<file path="src/rtl/core/clcd_pkg.sv">
`timescale 1ns / 1ps

package clcd_pkg;

  localparam logic [5:0] POWER_ON_TICKS = 6'd20;
  localparam logic [5:0] SETTLE_TICKS   = 6'd2;
  localparam logic [5:0] FINAL_WAIT     = 6'd5;
  localparam logic [3:0] STEP_DONE      = 4'd10;
  localparam logic [7:0] CLEAR_WORD     = 8'h01;

  localparam logic [7:0] FUNCTION_SET_RESET    = 8'h28;
  localparam logic [7:0] DISPLAY_CONTROL_RESET = 8'h0C;
  localparam logic [7:0] ENTRY_MODE_RESET      = 8'h06;

  localparam logic [1:0] REG_FUNCTION_SET    = 2'd0;
  localparam logic [1:0] REG_DISPLAY_CONTROL = 2'd1;
  localparam logic [1:0] REG_ENTRY_MODE      = 2'd2;

  // init steps
  localparam logic [3:0] STEP_WAKE_FIRST = 4'd1;
  localparam logic [3:0] STEP_WAKE_LAST  = 4'd4;
  localparam logic [3:0] STEP_FUNC_SET   = 4'd5;
  localparam logic [3:0] STEP_DISP_CTRL  = 4'd6;
  localparam logic [3:0] STEP_ENTRY_MODE = 4'd7;
  localparam logic [3:0] STEP_CLEAR      = 4'd8;
  localparam logic [3:0] STEP_FINAL_WAIT = 4'd9;

  typedef enum logic [2:0] {
    PH_IDLE   = 3'd0,
    PH_WAIT   = 3'd1,
    PH_HI_EN  = 3'd2,
    PH_HI_LOW = 3'd3,
    PH_LO_EN  = 3'd4,
    PH_LO_LOW = 3'd5
  } phase_t;

  // one classified tick between front and back
  typedef struct packed {
    logic       req;
    logic       is_data;
    logic [7:0] write_byte;
  } tick_t;

  typedef struct packed {
    logic       pin_rs;
    logic       pin_enable;
    logic [3:0] pin_nibble;
    logic       ready_res;
    logic       request_taken;
  } result_t;

  function automatic logic [3:0] wake_nibble(input logic [1:0] idx);
    logic [3:0] n;
    unique case (idx)
      2'd3:    n = 4'h2;
      default: n = 4'h3;
    endcase
    return n;
  endfunction

  function automatic logic [5:0] wake_wait(input logic [1:0] idx);
    logic [5:0] w;
    unique case (idx)
      2'd0:    w = 6'd5;
      2'd1:    w = 6'd1;
      2'd2:    w = 6'd1;
      default: w = 6'd0;
    endcase
    return w;
  endfunction

endpackage

</file>
<file path="src/rtl/core/clcd_tick_fifo.sv">
`timescale 1ns / 1ps

module clcd_tick_fifo
  import clcd_pkg::*;
(
  input  logic       clk,
  input  logic       rst,
  input  logic       s_tvalid,
  output logic       s_tready,
  input  logic [7:0] s_tdata,   // write_byte
  input  logic [1:0] s_tuser,   // req_type, is_data
  output logic       q_valid,
  input  logic       q_pop,
  output tick_t      q_tick
);

  tick_t      mem [2];
  logic       wr_ptr;
  logic       rd_ptr;
  logic [1:0] count;
  logic       push;
  logic       pop;
  tick_t      in_tick;

  always_comb begin
    in_tick.req        = s_tuser[0];
    in_tick.is_data    = s_tuser[1];
    in_tick.write_byte = s_tdata;
  end

  assign s_tready = (count != 2'd2);
  assign q_valid  = (count != 2'd0);
  assign push     = s_tvalid && s_tready;
  assign pop      = q_pop && q_valid;
  assign q_tick   = mem[rd_ptr];

  always_ff @(posedge clk) begin
    if (push) begin
      mem[wr_ptr] <= in_tick;
    end
  end

  always_ff @(posedge clk) begin
    if (rst) begin
      wr_ptr <= 1'b0;
      rd_ptr <= 1'b0;
      count  <= 2'd0;
    end else begin
      if (push) wr_ptr <= ~wr_ptr;
      if (pop) rd_ptr <= ~rd_ptr;
      if (push && !pop) count <= count + 2'd1;
      else if (pop && !push) count <= count - 2'd1;
    end
  end

endmodule

</file>
<file path="src/rtl/core/clcd_seq.sv">
`timescale 1ns / 1ps

module clcd_seq
  import clcd_pkg::*;
(
  input  logic       clk,
  input  logic       rst,
  input  logic       cfg_we,
  input  logic [1:0] cfg_index,
  input  logic [7:0] cfg_data,
  input  logic       q_valid,
  output logic       q_pop,
  input  tick_t      q_tick,
  output logic       m_tvalid,
  input  logic       m_tready,
  output result_t    m_res
);

  logic [7:0] function_set_word;
  logic [7:0] display_control_word;
  logic [7:0] entry_mode_word;

  logic [3:0] init_step, init_step_next;
  phase_t     phase, phase_next;
  logic [5:0] wait_count, wait_count_next;
  logic [7:0] held_byte, held_byte_next;
  logic       held_rs, held_rs_next;
  logic [3:0] nibble_levels, nibble_levels_next;
  result_t    res_next;
  logic       ready;
  logic       taken;
  logic       do_finish;
  logic       do_start;
  logic [5:0] w;

  assign q_pop = q_valid && (!m_tvalid || m_tready);

  always_ff @(posedge clk) begin
    if (rst) begin
      function_set_word    <= FUNCTION_SET_RESET;
      display_control_word <= DISPLAY_CONTROL_RESET;
      entry_mode_word      <= ENTRY_MODE_RESET;
    end else if (cfg_we) begin
      unique case (cfg_index)
        REG_FUNCTION_SET:    function_set_word    <= cfg_data;
        REG_DISPLAY_CONTROL: display_control_word <= cfg_data;
        REG_ENTRY_MODE:      entry_mode_word      <= cfg_data;
        default: ;
      endcase
    end
  end

  // one tick of the bus sequencer
  always_comb begin
    init_step_next     = init_step;
    phase_next         = phase;
    wait_count_next    = wait_count;
    held_byte_next     = held_byte;
    held_rs_next       = held_rs;
    nibble_levels_next = nibble_levels;
    do_finish          = 1'b0;
    do_start           = 1'b0;
    w                  = 6'd0;

    ready = (init_step >= STEP_DONE) && (phase == PH_IDLE);
    taken = q_tick.req && ready;

    if (taken) begin
      held_byte_next     = q_tick.write_byte;
      held_rs_next       = q_tick.is_data;
      nibble_levels_next = q_tick.write_byte[7:4];
      phase_next         = PH_HI_EN;
    end

    res_next.pin_rs        = held_rs_next;
    res_next.pin_enable    = (phase_next == PH_HI_EN) || (phase_next == PH_LO_EN);
    res_next.pin_nibble    = nibble_levels_next;
    res_next.ready_res     = ready;
    res_next.request_taken = taken;

    unique case (phase_next)
      PH_WAIT: begin
        if (wait_count <= 6'd1) do_finish = 1'b1;
        else wait_count_next = wait_count - 6'd1;
      end
      PH_HI_EN: phase_next = PH_HI_LOW;
      PH_HI_LOW: begin
        nibble_levels_next = held_byte_next[3:0];
        phase_next         = PH_LO_EN;
      end
      PH_LO_EN: phase_next = PH_LO_LOW;
      PH_LO_LOW: begin
        if (init_step >= STEP_WAKE_FIRST && init_step <= STEP_WAKE_LAST) begin
          w = wake_wait(2'(init_step - STEP_WAKE_FIRST));
          if (w == 6'd0) begin
            do_finish = 1'b1;
          end else begin
            phase_next      = PH_WAIT;
            wait_count_next = w;
          end
        end else begin
          phase_next      = PH_WAIT;
          wait_count_next = SETTLE_TICKS;
        end
      end
      default: begin
        if (init_step < STEP_DONE) do_start = 1'b1;
        else phase_next = PH_IDLE;
      end
    endcase

    if (do_finish) begin
      if (init_step < STEP_DONE) begin
        init_step_next = init_step + 4'd1;
        do_start       = 1'b1;
      end else begin
        phase_next = PH_IDLE;
      end
    end

    if (do_start) begin
      priority if (init_step_next >= STEP_WAKE_FIRST && init_step_next <= STEP_WAKE_LAST) begin
        held_rs_next       = 1'b0;
        nibble_levels_next = wake_nibble(2'(init_step_next - STEP_WAKE_FIRST));
        held_byte_next     = {4'h0, nibble_levels_next};
        phase_next         = PH_LO_EN;
      end else if (init_step_next >= STEP_FUNC_SET && init_step_next <= STEP_CLEAR) begin
        unique case (init_step_next)
          STEP_FUNC_SET:   held_byte_next = function_set_word;
          STEP_DISP_CTRL:  held_byte_next = display_control_word;
          STEP_ENTRY_MODE: held_byte_next = entry_mode_word;
          default:         held_byte_next = CLEAR_WORD;
        endcase
        held_rs_next       = 1'b0;
        nibble_levels_next = held_byte_next[7:4];
        phase_next         = PH_HI_EN;
      end else if (init_step_next == STEP_FINAL_WAIT) begin
        phase_next      = PH_WAIT;
        wait_count_next = FINAL_WAIT;
      end else begin
        phase_next = PH_IDLE;
      end
    end
  end

  always_ff @(posedge clk) begin
    if (rst) begin
      init_step     <= 4'd0;
      phase         <= PH_WAIT;
      wait_count    <= POWER_ON_TICKS;
      held_byte     <= 8'h00;
      held_rs       <= 1'b0;
      nibble_levels <= 4'h0;
    end else if (q_pop) begin
      init_step     <= init_step_next;
      phase         <= phase_next;
      wait_count    <= wait_count_next;
      held_byte     <= held_byte_next;
      held_rs       <= held_rs_next;
      nibble_levels <= nibble_levels_next;
    end
  end

  always_ff @(posedge clk) begin
    if (rst) begin
      m_tvalid <= 1'b0;
    end else if (q_pop) begin
      m_tvalid <= 1'b1;
    end else if (m_tready) begin
      m_tvalid <= 1'b0;
    end
  end

  always_ff @(posedge clk) begin
    if (q_pop) m_res <= res_next;
  end

  a_idle_after_init: assert property (@(posedge clk) disable iff (rst)
    phase == PH_IDLE |-> init_step >= STEP_DONE)
    else $error("bus idle before init done");

  a_wait_nonzero: assert property (@(posedge clk) disable iff (rst)
    phase == PH_WAIT |-> wait_count != 6'd0)
    else $error("wait with zero count");

  a_taken_ready: assert property (@(posedge clk) disable iff (rst)
    m_tvalid && m_res.request_taken |-> m_res.ready_res && m_res.pin_enable)
    else $error("request taken while not ready");

  a_taken_phase: assert property (@(posedge clk) disable iff (rst)
    q_pop && taken |=> phase == PH_HI_LOW)
    else $error("taken request did not start high nibble");

endmodule

</file>
<file path="src/rtl/core/char_lcd_4bit_write_sequencer.sv">
`timescale 1ns / 1ps
// A tick's result is registered first in the tick queue and then in the
// sequencer's output register.
// Throughput: one tick per cycle while m_tready is high; m_tready low holds the sequencer and backs up the tick queue.
// Reset: synchronous; the power-on sequence then runs on the incoming ticks, taking POWER_ON_TICKS,
// the wake-up and init bytes with their settle waits, and FINAL_WAIT before ready_res rises.

module char_lcd_4bit_write_sequencer
  import clcd_pkg::*;
(
  input  logic       clk,
  input  logic       rst,
  input  logic       cfg_we,
  input  logic [1:0] cfg_index,
  input  logic [7:0] cfg_data,
  input  logic       s_tvalid,
  output logic       s_tready,
  input  logic [7:0] s_tdata,   // write_byte
  input  logic [1:0] s_tuser,   // req_type, is_data
  output logic       m_tvalid,
  input  logic       m_tready,
  output logic [7:0] m_tdata,   // pin_rs, pin_enable, pin_nibble[3:0], 2'b0
  output logic [1:0] m_tuser    // ready_res, request_taken
);

  logic    q_valid;
  logic    q_pop;
  tick_t   q_tick;
  result_t res;

  clcd_tick_fifo u_front (
    .clk      (clk),
    .rst      (rst),
    .s_tvalid (s_tvalid),
    .s_tready (s_tready),
    .s_tdata  (s_tdata),
    .s_tuser  (s_tuser),
    .q_valid  (q_valid),
    .q_pop    (q_pop),
    .q_tick   (q_tick)
  );

  clcd_seq u_back (
    .clk       (clk),
    .rst       (rst),
    .cfg_we    (cfg_we),
    .cfg_index (cfg_index),
    .cfg_data  (cfg_data),
    .q_valid   (q_valid),
    .q_pop     (q_pop),
    .q_tick    (q_tick),
    .m_tvalid  (m_tvalid),
    .m_tready  (m_tready),
    .m_res     (res)
  );

  assign m_tdata = {2'b00, res.pin_nibble, res.pin_enable, res.pin_rs};
  assign m_tuser = {res.request_taken, res.ready_res};

endmodule
</file>
<file path="config.mk">
export PLATFORM = sky130hd
export DESIGN_NAME = char_lcd_4bit_write_sequencer
export DESIGN_NICKNAME = d
export VERILOG_FILES = /design/src/rtl/core/clcd_pkg.sv /design/src/rtl/core/clcd_tick_fifo.sv /design/src/rtl/core/clcd_seq.sv /design/src/rtl/core/char_lcd_4bit_write_sequencer.sv
export SDC_FILE = /design/constraint.sdc
export NUM_CORES = 1
export LEC_CHECK = 0
export ABC_AREA = 0
export BUFFER_PORTS_ARGS = -buffer_cell sky130_fd_sc_hd__buf_2
export CAP_MARGIN = 20
export CORE_ASPECT_RATIO = 1.1
export CORE_MARGIN = 2
export CORE_UTILIZATION = 50
export CTS_CLUSTER_DIAMETER = 150
export DETAILED_ROUTE_END_ITERATION = 8
export PLACE_DENSITY = 0.71
export SLEW_MARGIN = 20
export SYNTH_ARGS = -nofsm -noshare
export SYNTH_HDL_FRONTEND = slang
export SYNTH_SLANG_ARGS = --single-unit
</file>
<file path="constraint.sdc">
create_clock -name clk -period 7.95 [get_ports clk]
set_input_delay 0.795 -clock clk [delete_from_list [all_inputs] [get_ports clk]]
set_output_delay 0.795 -clock clk [all_outputs]
set_load 0.01 [all_outputs]
</file>
==> Word level (Yosys, flattened, before mapping) <==
Memory sizes are Yosys's and may differ from the RTL's. A register that Yosys moved wholly into a read port is not among the register bits.
Index checks and enable logic that the tools add are counted.
{ "op_classes": {"reduce_logical": 27, "order_cmp": 9, "add_sub_neg": 6, "n_eq_ne": 15, "n_bitwise": 2, "n_mux": 55} }
{ "op_table": {"columns": ["cell", "count"], "rows": [
  ["2-to-1 mux 6 bit", 9],
  ["2-to-1 mux 8 bit", 4],
  ["2-to-1 mux 4 bit", 7],
  ["2-to-1 mux 3 bit", 9],
  ["case mux 8 bit (3 select lines)", 1],
  ["2-to-1 mux 1 bit", 19],
  ["case mux 3 bit (5 select lines)", 1],
  ["equality test 4 x 3 -> 1 bit, second input constant", 3],
  ["case mux 6 bit (2 select lines)", 1],
  ["logical AND 1 bit", 10],
  ["greater-or-equal comparator 4 x 1 -> 1 bit, second input constant", 2],
  ["<= comparator 4 x 3 -> 1 bit, second input constant", 2],
  ["equality test 2 bit, second input constant", 3],
  ["equality test 3 x 2 -> 1 bit, second input constant", 2],
  ["equality test 3 bit, second input constant", 2],
  ["<= comparator 6 x 1 -> 1 bit, second input constant", 1],
  ["zero test 6 bit", 1],
  ["case mux 3 bit (2 select lines)", 1],
  ["AND reduction 2 bit", 3],
  ["nonzero test 2 bit", 3],
  ["subtractor 2 x 1 -> 2 bit, second input constant", 3],
  ["subtractor 6 x 1 -> 6 bit, second input constant", 1],
  ["OR reduction 5 bit", 1],
  ["adder 4 x 1 -> 4 bit, second input constant", 1],
  ["other kinds (17)", 24]
]} }
{ "word_totals": {"in_bits": 25, "ramBits": 20, "output_inout_bits": 12, "regBits": 63, "wordCells": 133, "mem_count": 1} }
{ "memory_table": {"columns": ["name", "depth", "width", "rd", "rd_ports_with_merged_regs", "write_ports", "line", "rtl"], "rows": [
  ["u_front.mem", 2, 10, 1, 1, 1, "clcd_tick_fifo.sv:17", "tick_t mem [2];"]
]} }

==> Longest topological paths before layout <==
{ "depth": {"depth_word": 16, "depth_mapped": 12, "mapped_depth_nobuf": 10} }

==> Cells and area by module <==
From an unflattened synthesis, not the netlist that was laid out.
{ "unflattened": {"cells_unflattened": 421, "area_unflattened_um2": 4179.0} }
{ "modules_own_cells": {"columns": ["mod", "area_each_um2", "cells_per_inst", "instances", "seq_area_each_um2"], "rows": [
  ["clcd_seq", 3219.3, 363, 1, 1181.1],
  ["clcd_tick_fifo", 940.9, 55, 1, 700.7],
  ["char_lcd_4bit_write_sequencer", 18.8, 3, 1, 0.0]
]} }

==> Worst setup path after synthesis <==
Ideal clock, no wire load.
{ "synth_path": {"path_type": "flip-flop to flip-flop", "start": "register u_back.init_step[1]", "end": "register u_back.nibble_levels[1]", "path_buffers": 1, "period_less_slack_ps": 2708, "t_arrival_ps": 2620, "slack_ps": 5242, "stages_incl_launch_ff": 12, "path_cell_list": "dfxtp_1 clkinv_1 ha_1 mux2i_1 or3_1 clkbuf_1 a21oi_4 or3_1 a21boi_2 a22oi_1 a21o_1 a311oi_2"} }
{ "synth_between": {"elab_chain_cells": 16, "elab_cells_between_ends": 49} }
{ "synth_rtl": {"columns": ["element", "line", "rtl"], "rows": [
  ["from (decl)", "clcd_seq.sv:23", "logic [3:0] init_step, init_step_next;"],
  ["from (signal assigned)", "clcd_seq.sv:155", "init_step <= init_step_next;"],
  ["subtractor 2 x 1 -> 2 bit", "clcd_seq.sv:94", "w = wake_wait(2'(init_step - STEP_WAKE_FIRST));"],
  ["equality test 2 x 1 -> 1 bit / equality test 2 bit (equally long branches)", "clcd_pkg.sv:63", "unique case (idx)"],
  ["OR reduction 2 bit (no source line)", null, null],
  ["case mux 3 bit (2 select lines)", "clcd_pkg.sv:63", null],
  ["2-to-1 mux 6 bit", "clcd_seq.sv:93", "if (init_step >= STEP_WAKE_FIRST && init_step <= STEP_WAKE_LAST) begin"],
  ["2-to-1 mux 6 bit", "clcd_seq.sv:81", "unique case (phase_next)"],
  ["zero test 6 bit", "clcd_seq.sv:95", "if (w == 6'd0) begin"],
  ["2-to-1 mux 1 bit", "clcd_seq.sv:95", null],
  ["2-to-1 mux 1 bit", "clcd_seq.sv:93", null],
  ["case mux 1 bit (2 select lines)", "clcd_seq.sv:81", null],
  ["2-to-1 mux 4 bit", "clcd_seq.sv:112", "if (do_finish) begin"],
  ["greater-or-equal comparator 4 x 3 -> 1 bit, or another cell as far along", "clcd_seq.sv:127", "end else if (init_step_next >= STEP_FUNC_SET && init_step_next <= STEP_CLEAR) begin"],
  ["logical AND 1 bit / case mux 8 bit (3 select lines) (equally long branches)", "clcd_seq.sv:127, clcd_seq.sv:128", null],
  ["2-to-1 mux 4 bit", "clcd_seq.sv:127", null],
  ["2-to-1 mux 4 bit", "clcd_seq.sv:122", "priority if (init_step_next >= STEP_WAKE_FIRST && init_step_next <= STEP_WAKE_LAST) begin"],
  ["2-to-1 mux 4 bit (*)", "clcd_seq.sv:121", "if (do_start) begin"],
  ["to (signal assigned)", "clcd_seq.sv:160", "nibble_levels <= nibble_levels_next;"],
  ["to (decl)", "clcd_seq.sv:28", "logic [3:0] nibble_levels, nibble_levels_next;"]
]} }
Mark *: on every way between the ends. The rest lies on a longest branch, timed or not. The select of a mux whose other input is x is not followed.
A chain may end at the register's enable or synchronous reset.

==> Worst setup path in the final report <==
{ "layout_path": {"start": "register u_back.init_step[0]", "end": "register u_back.nibble_levels[1]"} }
The elaborated chain is that of the path after synthesis.

==> flow_summary.rst <==
.. list-table::
   :header-rows: 1

   * - Metric
     - Value
   * - Remaining number of nets flagged by the antenna check after routing
     - 0
   * - Fillers
     - 710
   * - Setup TNS
     - 0 ps
   * - Leakage power summed over all cells
     - 1.70 nW
   * - Area fraction of the dominant cell type after synthesis
     - 25.7%
   * - Count of synthesis-stage warnings from yosys
     - 0
   * - Library cells used by synthesis
     - 62
   * - Final net count
     - around 500
   * - Total power draw
     - 0.00117 W
   * - TritonRoute pass-1 iters
     - 5
   * - CTS max path bufs
     - 2
   * - Hold Crit Class
     - reg -> reg
   * - Highest metal layer with signal wires
     - met4
   * - Vias after detailed routing
     - between 3000 and 4000
   * - GRT Residual Overflow
     - 0
   * - Kind of capture point of the worst setup path
     - register
   * - Leading cell types by total area after synthesis
     - dfxtp_1, edfxtp_1, mux2i_1
   * - Effective utilization at floorplan
     - about half
   * - Cts bufs inserted
     - 9
   * - Area delta synth->final
     - 9.58%
   * - Post-synthesis instance total
     - approximately 430
   * - Predominant post-synthesis flop cell
     - dfxtp_1
   * - Sequential standard cell area
     - 1880 µm²
   * - DR vias/cell
     - ~5.7
   * - Least-Margin Pin Slew
     - 944 ps
   * - Depth of the CTS H-tree
     - 3
   * - Number of I/O pins
     - 37
   * - RSZ-0062 raised after global routing
     - no
   * - Beginning of the worst register-to-register path
     - u_back.init_step[0]
   * - Worst vdd rail ir drop
     - 0.000228 V
   * - WL per Instance
     - 15.0 µm
   * - Slew Limit Fails
     - 0
   * - Worst Setup SP
     - u_back.init_step[0]
   * - Period minus WS final
     - between 3000 and 4000 ps
   * - Run status
     - completed
   * - Root buffer selected by CTS
     - clkbuf_8
   * - Wire length on met1
     - 3880 µm
   * - Largest area contributor in the synthesized netlist
     - dfxtp_1
   * - Post-CTS Repair Setup Buffers
     - 0
   * - Gpl congestion
     - 0.880
   * - Number of cells upsized or downsized after cts
     - 0
   * - Area of the multi-input gates
     - 2000 µm²
   * - Post-CTS Hold Fix Bufs
     - 0
   * - Clock slew at the register clock pins of the worst setup and hold paths
     - ~80 ps
   * - Area of the placeable core
     - 7870 µm²
   * - Fin Clk Skew
     - 12.9 ps
   * - Seq cells post-synth
     - 80
   * - Maximum fanout along the worst path
     - 17
   * - Power density normalized to cell area
     - 264 nW/µm²
   * - Req. time, crit path
     - 8220 ps
   * - Global Route Usage Sum
     - 20.3%
   * - Height of the die
     - 98.4 µm
   * - Number of failing hold endpoints at the final stage
     - 0
   * - Fraction of final layout cells sized beyond drive strength 1
     - roughly 14%
   * - Total met2 wirelength after detailed routing
     - 4040 µm
   * - Max transition margin
     - around 37%
   * - Post-synthesis area per instance
     - 9.38 µm²
   * - Sum of routed wire length over all layers
     - about 8500 µm
   * - Number of enable-type register cells in the synthesized netlist
     - 28
   * - Total die area
     - 8840 µm²
   * - CP Launch Type
     - register
   * - FFs w/ async S/R, synth
     - 0%
   * - Maximum number of pins on one net before global-route repair
     - 52
   * - DRC viols
     - 0
   * - Initial antenna violation count
     - 0
   * - Clock tree from TritonCTS
     - yes
   * - Critical setup path kind
     - reg -> reg
   * - Antenna Cells
     - 0
   * - Netlist area before placement
     - around 4100 µm²
   * - Max Cap Viol
     - 0
   * - Peak clock frequency supported by timing
     - 314 MHz
   * - Detailed Place HPWL
     - approximately 6000 µm
   * - Period Utilization, post-route
     - between 40% and 50%
   * - Die W
     - 89.8 µm
   * - Number of clock sinks
     - 80
   * - Sequential fraction of the synthesis area
     - 46.5%
   * - Number of rows created at floorplan
     - 34
   * - Via count of the first global-routing pass
     - 3073
   * - Met3 wire length
     - 346 µm
   * - Critical path data arrival time
     - 3460 ps
   * - Global-route wire length before repair
     - roughly 14000 µm
   * - DRC violation total after the first TritonRoute iteration
     - about 180
   * - Final count of negative-setup-slack endpoints
     - 0
   * - Clk Latency, worst-skew pair
     - 370 ps
   * - I/O Buffers
     - 34
   * - Launch instance of the worst min-delay path
     - u_back.held_rs
[stage by stage]
step	area, µm²	cells	hold slack (ps)	worst slack [ps]	utilization (%)
2_1_floorplan	4050	433	432	5240	-
3_3_place_gp	4260	551	445	4910	54.1
3_5_place_dp	4260	551	448	4810	54.1
4_1_cts	4440	567	459	4780	56.4
5_1_grt	4440	567	481	4520	56.4
6_report	4440	567	457	4770	56.4
[path summary, 6_finish.rpt]
kind	to	slack, ps	cells after the start
max	u_back.nibble_levels[1]	4770	10
min	u_back.held_rs	460	2
min reg2reg	u_back.held_rs	460	2
max reg2reg	u_back.nibble_levels[1]	4770	10
[routing by layer]
metal | vias to the layer above | GRT usage, %
li1 | 1596 | -
met1 | 1535 | 24.8
met2 | 82 | 34.1
met3 | 26 | 3.63
met4 | 0 | 11.4
met5 | - | 0
[area by class of cell]
cell class                      instances  share of cell area, %
Clock buffer                            9                   2.79
Clock inverter                          7                   1.18
Inverter                               14                   1.18
Multi-Input combinational cell        312                   45.1
Sequential cell                        80                   42.4
Tap cell                              108                   3.04
Timing Repair Buffer                   37                   4.34
[cell families after synthesis]
family          count (synthesis)  synth area share (%)
fa+ha+maj                       8                  2.47
flops                          80                  46.5
simple gates                  159                  18.3
buf+inv                        41                  4.26
mux                            34                  8.50
other cells                     1                0.0926
compound gates                102                  18.2
xor+xnor                        7                  1.70
[cells in the mapped netlist, drive strengths merged (3+ instances only)]
| cell | count |
|---|---|
| a21oi | 23 |
| o211ai | 3 |
| o2111ai | 3 |
| inv | 12 |
| dfxtp | 52 |
| nand2b | 5 |
| a211o | 7 |
| mux2i | 31 |
| clkbuf | 17 |
| nor3 | 10 |
| a31oi | 3 |
| nor4 | 4 |
| edfxtp | 28 |
| mux2 | 3 |
| nor2 | 63 |
| xnor2 | 4 |
| and2 | 3 |
| buf | 10 |
| o221ai | 3 |
| nand2 | 34 |
| nor2b | 9 |
| xor2 | 3 |
| ha | 8 |
| or3 | 5 |
| a2bb2oi | 6 |
| a21o | 3 |
| o21ai | 25 |
| a221oi | 5 |
| nand3 | 14 |
| nand3b | 6 |
| a22oi | 3 |
[flip-flops by register name (all words and copies together), names as in the netlist, 2 cells and up, named ones only]
register and cells:
u_back.display_control_word 8, u_front.count 2, u_back.phase 3, u_back.init_step 4, u_back.nibble_levels 4, u_back.wait_count 6, u_back.entry_mode_word 8, u_back.m_res 8
u_back.held_byte 4, u_front.mem 20, u_back.function_set_word 8
[critical path, stage by stage (launching register included)]
cell and delay [ps]:
dfxtp_1 500, inv_1 220, ha_1 230, mux2i_1 100
or3_1 510, a21oi_4 360, a2bb2oi_2 310, xnor2_2 170
nand3_1 220, a21boi_1 230, a311oi_2 250
[cell usage in the layout (no fill, tap or decap), types with 10 or more instances in the layout]
| cell type | instances |
|---|---|
| nor2_1 | 63 |
| inv_1 | 12 |
| mux2i_1 | 31 |
| buf_2 | 34 |
| edfxtp_1 | 28 |
| nand2_1 | 34 |
| nand3_1 | 14 |
| o21ai_0 | 19 |
| dfxtp_1 | 52 |
| a21oi_1 | 21 |
| nor3_1 | 10 |
[power by group]
part | switching [W] | internal [W]
Combinational | 0.000205 | 0.000141
Clock | 0.000161 | 0.000116
Sequential | 0.0000517 | 0.000499
Power figures use the tool's default switching activity.
